===== src/rtl/tlvsp_pkg.sv =====
// Types and constants shared by the parser modules.
`timescale 1ns / 1ps
package tlvsp_pkg;

  // Record type codes carried in the header.
  localparam logic [7:0] REC_INT    = 8'h01;
  localparam logic [7:0] REC_BOOL   = 8'h02;
  localparam logic [7:0] REC_STRING = 8'h04;
  localparam logic [7:0] REC_ARRAY  = 8'h05;

  // Result kinds.
  localparam logic [2:0] KIND_BOOL      = 3'd0;
  localparam logic [2:0] KIND_INT       = 3'd1;
  localparam logic [2:0] KIND_STR_BYTE  = 3'd2;
  localparam logic [2:0] KIND_STR_EMPTY = 3'd3;
  localparam logic [2:0] KIND_ELEMENT   = 3'd4;
  localparam logic [2:0] KIND_TRUNC     = 3'd5;
  localparam logic [2:0] KIND_INNER_TRC = 3'd6;
  localparam logic [2:0] KIND_END       = 3'd7;

  // Register indexes on the configuration port.
  localparam logic [2:0] REG_BOOL_KEY   = 3'd0;
  localparam logic [2:0] REG_INT_KEY    = 3'd1;
  localparam logic [2:0] REG_STRING_KEY = 3'd2;
  localparam logic [2:0] REG_ARRAY_KEY  = 3'd3;
  localparam logic [2:0] REG_ELEM_TAG   = 3'd4;

  localparam int ADDR_W   = 5;
  localparam int QUEUE_D  = 4;
  localparam int QPTR_W   = $clog2(QUEUE_D);

  typedef struct packed {
    logic [15:0] bool_key_tag;
    logic [15:0] int_key_tag;
    logic [15:0] string_key_tag;
    logic [15:0] array_key_tag;
    logic [15:0] element_tag;
  } cfg_t;

  typedef struct packed {
    logic [2:0]  kind;
    logic [63:0] value;
    logic        slast;
    logic        done;
  } result_t;

endpackage


===== src/rtl/tlv_stream_parser_core.sv =====
// Top level of the streaming tag/type/length/value parser.
// The result of a byte is written into the result queue as the byte is taken.
// Throughput: one byte per cycle unless full, which rises only when four results are queued.
// Each byte gives at most one result, so the queue drains as fast as pop allows.
// Reset (synchronous, rst high) clears the parse state and the queue and reloads the tags.
`timescale 1ns / 1ps
module tlv_stream_parser_core (
  input  logic                         clk,
  input  logic                         rst,
  input  logic                         push,
  output logic                         full,
  input  logic [7:0]                   data_byte,
  input  logic                         buffer_end,
  output logic                         empty,
  input  logic                         pop,
  output logic [2:0]                   record_kind,
  output logic signed [63:0]           record_value,
  output logic                         string_last,
  output logic                         buffer_done,
  input  logic                         psel,
  input  logic                         penable,
  input  logic                         pwrite,
  input  logic [tlvsp_pkg::ADDR_W-1:0] paddr,
  input  logic [31:0]                  pwdata,
  output logic [31:0]                  prdata,
  output logic                         pready
);
  import tlvsp_pkg::*;

  cfg_t    cfg;
  result_t front_res;
  result_t head;
  logic    front_valid;
  logic    accept;

  assign accept = push && !full;

  tlvsp_cfg u_cfg (
    .clk     (clk),
    .rst     (rst),
    .psel    (psel),
    .penable (penable),
    .pwrite  (pwrite),
    .paddr   (paddr),
    .pwdata  (pwdata),
    .prdata  (prdata),
    .pready  (pready),
    .cfg     (cfg)
  );

  tlvsp_front u_front (
    .clk        (clk),
    .rst        (rst),
    .accept     (accept),
    .data_byte  (data_byte),
    .buffer_end (buffer_end),
    .cfg        (cfg),
    .res_valid  (front_valid),
    .res        (front_res)
  );

  tlvsp_queue u_queue (
    .clk     (clk),
    .rst     (rst),
    .wr_en   (accept && front_valid),
    .wr_data (front_res),
    .rd_en   (pop),
    .rd_data (head),
    .empty   (empty),
    .full    (full)
  );

  assign record_kind  = head.kind;
  assign record_value = $signed(head.value);
  assign string_last  = head.slast;
  assign buffer_done  = head.done;

endmodule


===== src/rtl/tlvsp_cfg.sv =====
// Configuration register file behind the APB-style port.
`timescale 1ns / 1ps
module tlvsp_cfg (
  input  logic                      clk,
  input  logic                      rst,
  input  logic                      psel,
  input  logic                      penable,
  input  logic                      pwrite,
  input  logic [tlvsp_pkg::ADDR_W-1:0] paddr,
  input  logic [31:0]               pwdata,
  output logic [31:0]               prdata,
  output logic                      pready,
  output tlvsp_pkg::cfg_t           cfg
);
  import tlvsp_pkg::*;

  logic [2:0] reg_index;
  logic       wr_en;

  assign pready    = 1'b1;
  assign reg_index = paddr[4:2];
  assign wr_en     = psel && penable && pwrite;

  always_ff @(posedge clk) begin
    if (rst) begin
      cfg.bool_key_tag   <= 16'd1;
      cfg.int_key_tag    <= 16'd2;
      cfg.string_key_tag <= 16'd3;
      cfg.array_key_tag  <= 16'd4;
      cfg.element_tag    <= 16'd1;
    end else if (wr_en) begin
      unique case (reg_index)
        REG_BOOL_KEY:   cfg.bool_key_tag   <= pwdata[15:0];
        REG_INT_KEY:    cfg.int_key_tag    <= pwdata[15:0];
        REG_STRING_KEY: cfg.string_key_tag <= pwdata[15:0];
        REG_ARRAY_KEY:  cfg.array_key_tag  <= pwdata[15:0];
        REG_ELEM_TAG:   cfg.element_tag    <= pwdata[15:0];
        default: ;
      endcase
    end
  end

  always_comb begin
    unique case (reg_index)
      REG_BOOL_KEY:   prdata = {16'd0, cfg.bool_key_tag};
      REG_INT_KEY:    prdata = {16'd0, cfg.int_key_tag};
      REG_STRING_KEY: prdata = {16'd0, cfg.string_key_tag};
      REG_ARRAY_KEY:  prdata = {16'd0, cfg.array_key_tag};
      REG_ELEM_TAG:   prdata = {16'd0, cfg.element_tag};
      default:        prdata = 32'd0;
    endcase
  end

endmodule


===== src/rtl/tlvsp_front.sv =====
// Front end: takes one byte per cycle while accept is high, tracks the record structure and classifies results.
`timescale 1ns / 1ps
module tlvsp_front (
  input  logic                clk,
  input  logic                rst,
  input  logic                accept,
  input  logic [7:0]          data_byte,
  input  logic                buffer_end,
  input  tlvsp_pkg::cfg_t     cfg,
  output logic                res_valid,
  output tlvsp_pkg::result_t  res
);
  import tlvsp_pkg::*;

  localparam logic [1:0] PH_HDR  = 2'd0;
  localparam logic [1:0] PH_VAL  = 2'd1;
  localparam logic [1:0] PH_AHDR = 2'd2;
  localparam logic [1:0] PH_AVAL = 2'd3;

  localparam logic [2:0] CL_SKIP = 3'd0;
  localparam logic [2:0] CL_BOOL = 3'd1;
  localparam logic [2:0] CL_INT  = 3'd2;
  localparam logic [2:0] CL_STR  = 3'd3;
  localparam logic [2:0] CL_ELEM = 3'd5;

  logic [1:0]  phase, phase_next;
  logic [55:0] header_shift, header_shift_next;
  logic [2:0]  header_count, header_count_next;
  logic [31:0] value_remaining, value_remaining_next;
  logic [31:0] array_remaining, array_remaining_next;
  logic [63:0] value_acc, value_acc_next;
  logic [2:0]  entry_class, entry_class_next;

  logic [55:0] hs_new;
  logic [63:0] acc_new;
  logic [15:0] hdr_tag;
  logic [7:0]  hdr_type;
  logic [31:0] hdr_len;
  logic        inner;
  logic        vr_done;
  logic        ar_one;

  assign hs_new   = {header_shift[47:0], data_byte};
  assign acc_new  = {value_acc[55:0], data_byte};
  assign hdr_tag  = hs_new[55:40];
  assign hdr_type = hs_new[39:32];
  assign hdr_len  = hs_new[31:0];
  assign inner    = (phase == PH_AHDR);
  assign vr_done  = (value_remaining == 32'd1);
  assign ar_one   = (array_remaining == 32'd1);

  always_comb begin
    phase_next           = phase;
    header_shift_next    = header_shift;
    header_count_next    = header_count;
    value_remaining_next = value_remaining;
    array_remaining_next = array_remaining;
    value_acc_next       = value_acc;
    entry_class_next     = entry_class;
    res_valid            = 1'b0;
    res.kind             = KIND_END;
    res.value            = 64'd0;
    res.slast            = 1'b0;
    res.done             = buffer_end;

    unique case (phase) inside
      PH_HDR, PH_AHDR: begin
        if (inner) begin
          array_remaining_next = array_remaining - 32'd1;
        end
        header_shift_next = hs_new;
        header_count_next = header_count + 3'd1;
        if (header_count == 3'd6) begin
          header_count_next = 3'd0;
          value_acc_next    = 64'd0;
          if (!inner) begin
            if (hdr_tag == cfg.array_key_tag && hdr_type == REC_ARRAY) begin
              if (hdr_len != 32'd0) begin
                phase_next           = PH_AHDR;
                array_remaining_next = hdr_len;
              end
            end else if (hdr_tag == cfg.string_key_tag && hdr_type == REC_STRING &&
                         hdr_len == 32'd0) begin
              res_valid = 1'b1;
              res.kind  = KIND_STR_EMPTY;
            end else if (hdr_len != 32'd0) begin
              if (hdr_tag == cfg.bool_key_tag && hdr_type == REC_BOOL && hdr_len == 32'd1) begin
                entry_class_next = CL_BOOL;
              end else if (hdr_tag == cfg.int_key_tag && hdr_type == REC_INT &&
                           hdr_len == 32'd8) begin
                entry_class_next = CL_INT;
              end else if (hdr_tag == cfg.string_key_tag && hdr_type == REC_STRING) begin
                entry_class_next = CL_STR;
              end else begin
                entry_class_next = CL_SKIP;
              end
              value_remaining_next = hdr_len;
              phase_next           = PH_VAL;
            end
          end else if (hdr_len >= array_remaining) begin
            // The inner record overruns what is left of the array; skip the rest of it.
            res_valid = 1'b1;
            res.kind  = KIND_INNER_TRC;
            if (!ar_one) begin
              value_remaining_next = array_remaining - 32'd1;
              entry_class_next     = CL_SKIP;
              phase_next           = PH_VAL;
            end else begin
              phase_next = PH_HDR;
            end
            array_remaining_next = 32'd0;
          end else if (hdr_len == 32'd0) begin
            if (ar_one) begin
              phase_next = PH_HDR;
            end
          end else begin
            // Remaining array bytes after this header and its value: ar - 1 - len.
            array_remaining_next = array_remaining + ~hdr_len;
            value_remaining_next = hdr_len;
            entry_class_next     = (hdr_tag == cfg.element_tag && hdr_type == REC_INT &&
                                    hdr_len == 32'd8) ? CL_ELEM : CL_SKIP;
            phase_next           = PH_AVAL;
          end
        end else if (inner && ar_one) begin
          header_count_next = 3'd0;
          phase_next        = PH_HDR;
        end
      end
      PH_VAL: begin
        value_remaining_next = value_remaining - 32'd1;
        value_acc_next       = acc_new;
        case (entry_class)
          CL_BOOL: begin
            res_valid = 1'b1;
            res.kind  = KIND_BOOL;
            res.value = {63'd0, (data_byte != 8'd0)};
          end
          CL_INT: begin
            if (vr_done) begin
              res_valid = 1'b1;
              res.kind  = KIND_INT;
              res.value = acc_new;
            end
          end
          CL_STR: begin
            res_valid = 1'b1;
            res.kind  = KIND_STR_BYTE;
            res.value = {56'd0, data_byte};
            res.slast = vr_done;
          end
          default: ;
        endcase
        if (vr_done) begin
          phase_next       = PH_HDR;
          entry_class_next = CL_SKIP;
        end
      end
      default: begin
        value_remaining_next = value_remaining - 32'd1;
        value_acc_next       = acc_new;
        if (vr_done) begin
          if (entry_class == CL_ELEM) begin
            res_valid = 1'b1;
            res.kind  = KIND_ELEMENT;
            res.value = acc_new;
          end
          entry_class_next  = CL_SKIP;
          header_count_next = 3'd0;
          phase_next        = (array_remaining != 32'd0) ? PH_AHDR : PH_HDR;
        end
      end
    endcase

    if (buffer_end) begin
      // Any phase other than the outer header still owes bytes of an outer record.
      if (phase_next != PH_HDR) begin
        res_valid = 1'b1;
        res.kind  = KIND_TRUNC;
        res.value = 64'd0;
        res.slast = 1'b0;
      end else if (!res_valid) begin
        res_valid = 1'b1;
        res.kind  = KIND_END;
      end
      phase_next           = PH_HDR;
      header_shift_next    = 56'd0;
      header_count_next    = 3'd0;
      value_remaining_next = 32'd0;
      array_remaining_next = 32'd0;
      value_acc_next       = 64'd0;
      entry_class_next     = CL_SKIP;
    end
  end

  always_ff @(posedge clk) begin
    if (rst) begin
      phase           <= PH_HDR;
      header_shift    <= 56'd0;
      header_count    <= 3'd0;
      value_remaining <= 32'd0;
      array_remaining <= 32'd0;
      value_acc       <= 64'd0;
      entry_class     <= CL_SKIP;
    end else if (accept) begin
      phase           <= phase_next;
      header_shift    <= header_shift_next;
      header_count    <= header_count_next;
      value_remaining <= value_remaining_next;
      array_remaining <= array_remaining_next;
      value_acc       <= value_acc_next;
      entry_class     <= entry_class_next;
    end
  end

endmodule


===== src/rtl/tlvsp_queue.sv =====
// Result queue between the front end and the output side.
`timescale 1ns / 1ps
module tlvsp_queue (
  input  logic               clk,
  input  logic               rst,
  input  logic               wr_en,
  input  tlvsp_pkg::result_t wr_data,
  input  logic               rd_en,
  output tlvsp_pkg::result_t rd_data,
  output logic               empty,
  output logic               full
);
  import tlvsp_pkg::*;

  result_t            mem [QUEUE_D];
  logic [QPTR_W-1:0]  wr_ptr;
  logic [QPTR_W-1:0]  rd_ptr;
  logic [QPTR_W:0]    count;
  logic               do_wr;
  logic               do_rd;

  assign empty   = (count == '0);
  assign full    = (count == (QPTR_W + 1)'(QUEUE_D));
  assign do_wr   = wr_en && !full;
  assign do_rd   = rd_en && !empty;
  assign rd_data = mem[rd_ptr];

  always_ff @(posedge clk) begin
    if (do_wr) begin
      mem[wr_ptr] <= wr_data;
    end
  end

  always_ff @(posedge clk) begin
    if (rst) begin
      wr_ptr <= '0;
      rd_ptr <= '0;
      count  <= '0;
    end else begin
      if (do_wr) begin
        wr_ptr <= wr_ptr + QPTR_W'(1);
      end
      if (do_rd) begin
        rd_ptr <= rd_ptr + QPTR_W'(1);
      end
      if (do_wr && !do_rd) begin
        count <= count + (QPTR_W + 1)'(1);
      end else if (do_rd && !do_wr) begin
        count <= count - (QPTR_W + 1)'(1);
      end
    end
  end

endmodule


===== config.mk =====
export PLATFORM = sky130hd
export DESIGN_NAME = tlv_stream_parser_core
export DESIGN_NICKNAME = d
export VERILOG_FILES = /design/src/rtl/tlvsp_pkg.sv /design/src/rtl/tlv_stream_parser_core.sv /design/src/rtl/tlvsp_cfg.sv /design/src/rtl/tlvsp_front.sv /design/src/rtl/tlvsp_queue.sv
export SDC_FILE = /design/constraint.sdc
export NUM_CORES = 1
export LEC_CHECK = 0
export BUFFER_PORTS_ARGS = -buffer_cell sky130_fd_sc_hd__buf_4
export CAP_MARGIN = 20
export CORE_UTILIZATION = 56
export CTS_CLUSTER_DIAMETER = 40
export DETAILED_ROUTE_END_ITERATION = 7
export PLACE_DENSITY = 0.74
export SYNTH_ARGS = -nofsm -noshare
export SYNTH_HDL_FRONTEND = slang
export SYNTH_SLANG_ARGS = --single-unit

===== constraint.sdc =====
create_clock -name clk -period 5.3 [get_ports clk]
set_input_delay 0.53 -clock clk [delete_from_list [all_inputs] [get_ports clk]]
set_output_delay 0.53 -clock clk [all_outputs]
set_load 0.1 [all_outputs]

# Yosys cells after proc, flatten, opt, wreduce, memory -nomap -nowiden
# Memory sizes are Yosys's and may differ from the RTL's. A register that Yosys moved wholly into a read port is not among the register bits.
# Index checks and enable logic that the tools add are counted.
[totals]
memories = 1
input_bits = 53
elab_cells = 197
ramBits = 276
regBits = 263
[op_classes]
n_bitwise = 1
add_sub_neg = 8
mux = 94
n_lt_le_gt_ge = 1
n_eq_ne = 32
n_reduce_logical = 45
[memory_table]
columns = ["memory", "words", "word_bits", "rd", "rd_ports_with_merged_regs", "write_ports", "line", "source"]
rows = [
  ["u_queue.mem", 4, 69, 1, 1, 1, "tlvsp_queue.sv:15", "result_t mem [QUEUE_D];"],
]
[op_table]
columns = ["op", "count"]
rows = [
  ["$mux 32", 19],
  ["$pmux 67 s3", 1],
  ["$mux 56", 3],
  ["$mux 66", 2],
  ["$pmux 64 s2", 1],
  ["$eq 32x1->1 const B", 3],
  ["$mux 48", 2],
  ["$eq 16x16->1", 5],
  ["$pmux 16 s5", 1],
  ["$mux 3", 25],
  ["$mux 68", 1],
  ["$mux 67", 1],
  ["$mux 65", 1],
  ["$reduce_bool 32->1", 2],
  ["$sub 32x1->32 const B", 2],
  ["$mux 2", 17],
  ["$add 32x32->32", 1],
  ["$eq 32x4->1 const B", 1],
  ["$ge 32x32->1", 1],
  ["$logic_not 32->1", 1],
  ["$not 32->32", 1],
  ["$logic_and 1x1->1", 18],
  ["$eq 8x3->1 const B", 2],
  ["$mux 1", 15],
  ["other kinds (29)", 55],
]

# Longest topological paths before layout
[depth]
word_depth = 15
mapped_depth = 18
ltp_nobuf = 15

# By module
# Synthesis repeated with hierarchy kept, for this count alone.
[unflattened]
hier_cells = 2672
hier_area_um2 = 27989.3
[by_module_without_submodules]
columns = ["module", "n_inst", "area_each_um2", "cells_each"]
rows = [
  ["tlvsp_front", 1, 13596.8, 1874],
  ["tlvsp_queue", 1, 10422.5, 409],
  ["tlvsp_cfg", 1, 3955.0, 387],
  ["tlv_stream_parser_core", 1, 15.0, 2],
]

# Worst setup path before layout
# No wires, ideal clock.
[synth_path]
path_type = "reg-to-reg"
start = "reg u_front.array_remaining[15]"
end = "mem u_queue.mem[1][0] (netlist bit), enable pin"
stages_incl_launch_ff = 14
t_arrival_ps = 4595
synth_period_minus_slack_ps = 5030
setup_ps = 435
slack_ps = 270
path_cell_list = "dfxtp_1 > clkbuf_1 > inv_1 > ha_1 > buf_2 > and2_1 > a221oi_1 > or4b_4 > a41oi_4 > o21a_1 > buf_2 > o211ai_1 > a31oi_2 > and2_1"
[synth_via]
elab_chain_len = 10
[synth_lines]
columns = ["element", "line", "source"]
rows = [
  ["from (decl)", "tlvsp_front.sv:30", "logic [31:0] array_remaining, array_remaining_next;"],
  ["from (signal assigned)", "tlvsp_front.sv:209", "array_remaining <= array_remaining_next;"],
  ["$ge 32x32->1", "tlvsp_front.sv:100", "end else if (hdr_len >= array_remaining) begin"],
  ["$mux 1", "tlvsp_front.sv:100", ""],
  ["$mux 1", "tlvsp_front.sv:76", "if (!inner) begin"],
  ["$mux 1", "tlvsp_front.sv:73", "if (header_count == 3'd6) begin"],
  ["$pmux 1 s2", "tlvsp_front.sv:66", "unique case (phase) inside"],
  ["$mux 1", "tlvsp_front.sv:174", "if (buffer_end) begin"],
  ["$logic_and 1x1->1", "tlv_stream_parser_core.sv:65", ".wr_en (accept && front_valid),"],
  ["$logic_and 1x1->1", "tlvsp_queue.sv:24", "assign do_wr = wr_en && !full;"],
  ["named net u_queue.do_wr", "tlvsp_queue.sv:19", "logic do_wr;"],
  ["$mux 1", "tlvsp_queue.sv:29", "if (do_wr) begin"],
  ["$mux 1 (not written as such)", "tlvsp_queue.sv:30", "mem[wr_ptr] <= wr_data;"],
  ["to (decl)", "tlvsp_queue.sv:15", ""],
]
# The timed path passes the listed nets, and every way through them passes these cells.

# Worst setup path in the final report
[layout_path]
start = "reg u_front.array_remaining[25]"
end = "reg u_queue.count[2]"
[layout_via]
elab_chain_len = 11
word_cells_on_any_way = 13
cone_classes = "1 x order compare; 6 x mux; 6 x reduce/logical"
[layout_lines]
columns = ["element", "line", "source"]
rows = [
  ["$ge 32x32->1 *", "tlvsp_front.sv:100", ""],
  ["$mux 1 *", "tlvsp_front.sv:100", ""],
  ["$mux 1 *", "tlvsp_front.sv:76", ""],
  ["$mux 1 *", "tlvsp_front.sv:73", ""],
  ["$pmux 1 s2 *", "tlvsp_front.sv:66", ""],
  ["$mux 1 *", "tlvsp_front.sv:174", ""],
  ["$logic_and 1x1->1 *", "tlv_stream_parser_core.sv:65", ""],
  ["$logic_and 1x1->1 *", "tlvsp_queue.sv:24", ""],
  ["named net u_queue.do_wr", "tlvsp_queue.sv:19", ""],
  ["$logic_not 1->1", "tlvsp_queue.sv:48", "end else if (do_rd && !do_wr) begin"],
  ["$logic_and 1x1->1", "tlvsp_queue.sv:48", ""],
  ["$reduce_bool 2->1 (no line)", "--", ""],
  ["to (signal assigned)", "tlvsp_queue.sv:47", "count <= count + (QPTR_W + 1)'(1);"],
  ["to (signal assigned)", "tlvsp_queue.sv:49", "count <= count - (QPTR_W + 1)'(1);"],
  ["to (decl)", "tlvsp_queue.sv:18", "logic [QPTR_W:0] count;"],
]
# The timed path passes the listed nets; every way through them passes the cells marked *.
# A chain may end at the register's enable or synchronous reset.

==> results.json <==
{
  "ys_seq_elements": 541,
  "maxSlewHeadroom_pct": 30.2,
  "grtUsageTotal_pct": 33.2,
  "finalHoldViolations": 0,
  "fin_cells": 3626,
  "power_frac_seq_pct": 35.5,
  "r2r_setup_slack_ns": 0.51,
  "crit_type": "flip-flop to flip-flop",
  "num_vias": 23300,
  "p_leak_nw": 11.8,
  "die-area_mm2": 0.0506,
  "grt_pass1_vias": 21900,
  "cts.sinks": 541,
  "worst_slew_pin_slew_ns": 1.04,
  "dp_hpwl_um": 56500,
  "design_area_mm2": 0.0320,
  "cp_top_family": "simple AND/OR/NAND/NOR gates",
  "fin_crit_ns": 4.79,
  "layout_setup_ws_ns": 0.511,
  "ctsHoldBuffers": 0,
  "clock_latency_ns": 0.63,
  "critPathSlowestCell": "ha_1",
  "worstSetupEndpointType": "flip-flop",
  "drive_gt1_share_pct": 14.8,
  "path_max_fanout": 13,
  "synthToLayoutAreaGrowth_pct": 14.8,
  "cp_cell_sequence": "inv_1 > ha_1 > nand4_1 > nor3_2 > or4b_4 > a41oi_4 > o21a_1 > o211ai_1 > a31oi_2 > ha_1 > inv_1 > fa_1 > xor2_1 > or3_1 > a21oi_1",
  "max_freq_ghz": 0.209,
  "clockBufferDepth": 3,
  "port_buffers": 121,
  "viasPerCell": 6.41,
  "grt_setup_unrepaired": "false",
  "final_util_pct": 65.3,
  "min_path_type": "input pin to flip-flop",
  "ir_worst_vdd_mv": 0.343,
  "internal_power_mw": 8.39,
  "status": "completed",
  "start_util_pct": 56.9,
  "post-cts-setup-buffers": 0,
  "finalClockSkew_ns": 0.0312,
  "p_per_area_mw_per_mm2": 413,
  "critPathArrivalTime_ns": 5.32,
  "fin_crit_sh_pct": 90.3,
  "synthCells": 2831,
  "cts_root_buf": "clkbuf_16",
  "grt_pass1_wl_um": 129000,
  "switching_share_pct": 36.4,
  "timing.hold.ws_ns": 0.160,
  "synth_area_mm2": 0.0278,
  "layout_common_cells": "nand2_1 (323), edfxtp_1 (276), a21oi_1 (265)",
  "cts_resized": 0,
  "worstPathRequired_ns": 5.83,
  "finalPower_mw": 13.2,
  "max_cap_viol_count": 0,
  "finalWirelength_um": 84800,
  "yosysSeqAreaShare_pct": 48.8,
  "grt_overflow": 0,
  "slew_viol_final": 0,
  "h-tree-depth": 3,
  "crit_buf_inv": 2,
  "drc": 0,
  "nets": 3028,
  "dp_cells": 3490,
  "core-area_mm2": 0.0490,
  "die_y_um": 225,
  "critPathLaunchType": "flip-flop",
  "dpl_worst_slack_ns": 0.607,
  "n_fill_cell": 3777,
  "first_pass_iters": 6,
  "ant_nets": 0,
  "place_area_mm2": 0.0295,
  "cpPeakStageDelay_ns": 0.54,
  "cts_inserted_buffers": 73,
  "yosys_warnings": 0,
  "wl_per_cell_um": 23.4,
  "pwr-share-comb_pct": 26.9,
  "synthArstFlopShare_pct": 0,
  "dieWidth_um": 225,
  "fp-row-count": 81,
  "synth-edff-count": 276,
  "syn_area_per_cell_um2": 9.83,
  "setup_tns_ns": 0,
  "antenna_found_initial": 2,
  "io-pin-count": 157,
  "synth_cell_types": 80,
  "grt_max_degree": 116,
  "synth_flop_cell": "edfxtp_1",
  "drt_iter0_drc": 2710,
  "path_clk_slew_ns": 0.06,
  "mostFrequentLayoutCell": "nand2_1",
  "cts_tree": "yes",
  "setup_viol": 0,
  "switchingPower_mw": 4.81,
  "clkPwrFrac_pct": 37.6,
  "gp_congestion": 0.972
}
==> kinds of logic (layout without fill, tap and decap cells) <==
kind of cell / count (synthesis) / after routing / share of synthesized area, %
other cells: 2 / 18 / 0.0270
xor+xnor: 152 / 152 / 4.78
fa+ha+maj: 74 / 74 / 3.38
compound gates: 694 / 694 / 15.6
buf+inv: 325 / 440 / 4.71
flops: 541 / 541 / 48.8
mux: 92 / 92 / 6.41
simple gates: 951 / 951 / 16.2
==> worst min-delay path: stages <==
cell and delay (ns):
buf_4 0.12, nand2_1 0.05, nand3b_1 0.06
==> power groups by stage <==
stage	clock [mW]	sequential (mW)	combinational, mW
2_1_floorplan	0	4.64	2.85
3_3_place_gp	0	4.77	3.51
3_5_place_dp	0	4.78	3.53
4_1_cts	5.00	4.69	3.54
5_1_grt	5.17	4.71	3.66
6_report	4.96	4.69	3.56
==> registers in the layout, indices dropped and copies added, names as in the netlist, named ones only <==
signal / flops
u_queue.mem: 276
u_queue.count: 3
u_queue.wr_ptr: 2
u_front.value_acc: 56
u_front.array_remaining: 32
u_front.header_shift: 48
u_front.header_count: 3
u_queue.rd_ptr: 2
u_front.entry_class: 3
u_front.phase: 2
u_cfg.cfg: 80
u_front.value_remaining: 32
==> synthesized netlist by cell type (27+ instances only) <==
master,n,area share [%]
nor3_1,56,1.0
inv_1,102,1.4
a211oi_1,28,0.76
ha_1,72,3.2
edfxtp_1,276,30
and2_1,70,1.6
mux4_2,69,5.6
a21oi_1,266,4.8
o21ai_0,104,1.9
xor2_1,85,2.7
a22oi_1,73,2.0
clkbuf_1,167,2.3
xnor2_1,67,2.1
nand2_1,324,4.4
dfxtp_1,265,19
nand3_1,99,1.8
nor2_1,224,3.0
o22ai_1,27,0.61
a31oi_1,34,0.76
nor4_1,45,1.0
==> final timing paths <==
path | startpoint | end | cells after the start
hold / removal | pwdata[0] | u_cfg.cfg[0] | 3
setup / recovery | u_front.array_remaining[25] | u_queue.count[2] | 15
setup reg to reg | u_front.array_remaining[25] | u_queue.count[2] | 15
hold reg to reg | u_front.value_acc[52] | u_front.value_acc[52] | 2
==> per-layer routing <==
metal | GRT usage, % | vias up | routed length [um]
met5 | 0 | - | 13
met4 | 14.5 | 2 | 3600
met3 | 7.25 | 247 | 8260
met2 | 51.3 | 1343 | 38900
met1 | 45.0 | 11200 | 34000
li1 | - | 10400 | -
==> layout make-up <==
type / count / area (um^2) / area share (%)
Tap cell: 664 / 831 / 2.60
Clock inverter: 46 / 513 / 1.61
Sequential cell: 541 / 13600 / 42.6
Antenna cell: 1 / 2.50 / 0.00783
Timing Repair Buffer: 202 / 1570 / 4.91
Multi-Input combinational cell: 1980 / 13100 / 40.9
Inverter: 103 / 387 / 1.21
Clock buffer: 89 / 1990 / 6.23
No activity file was read; power rests on OpenSTA's default activity.
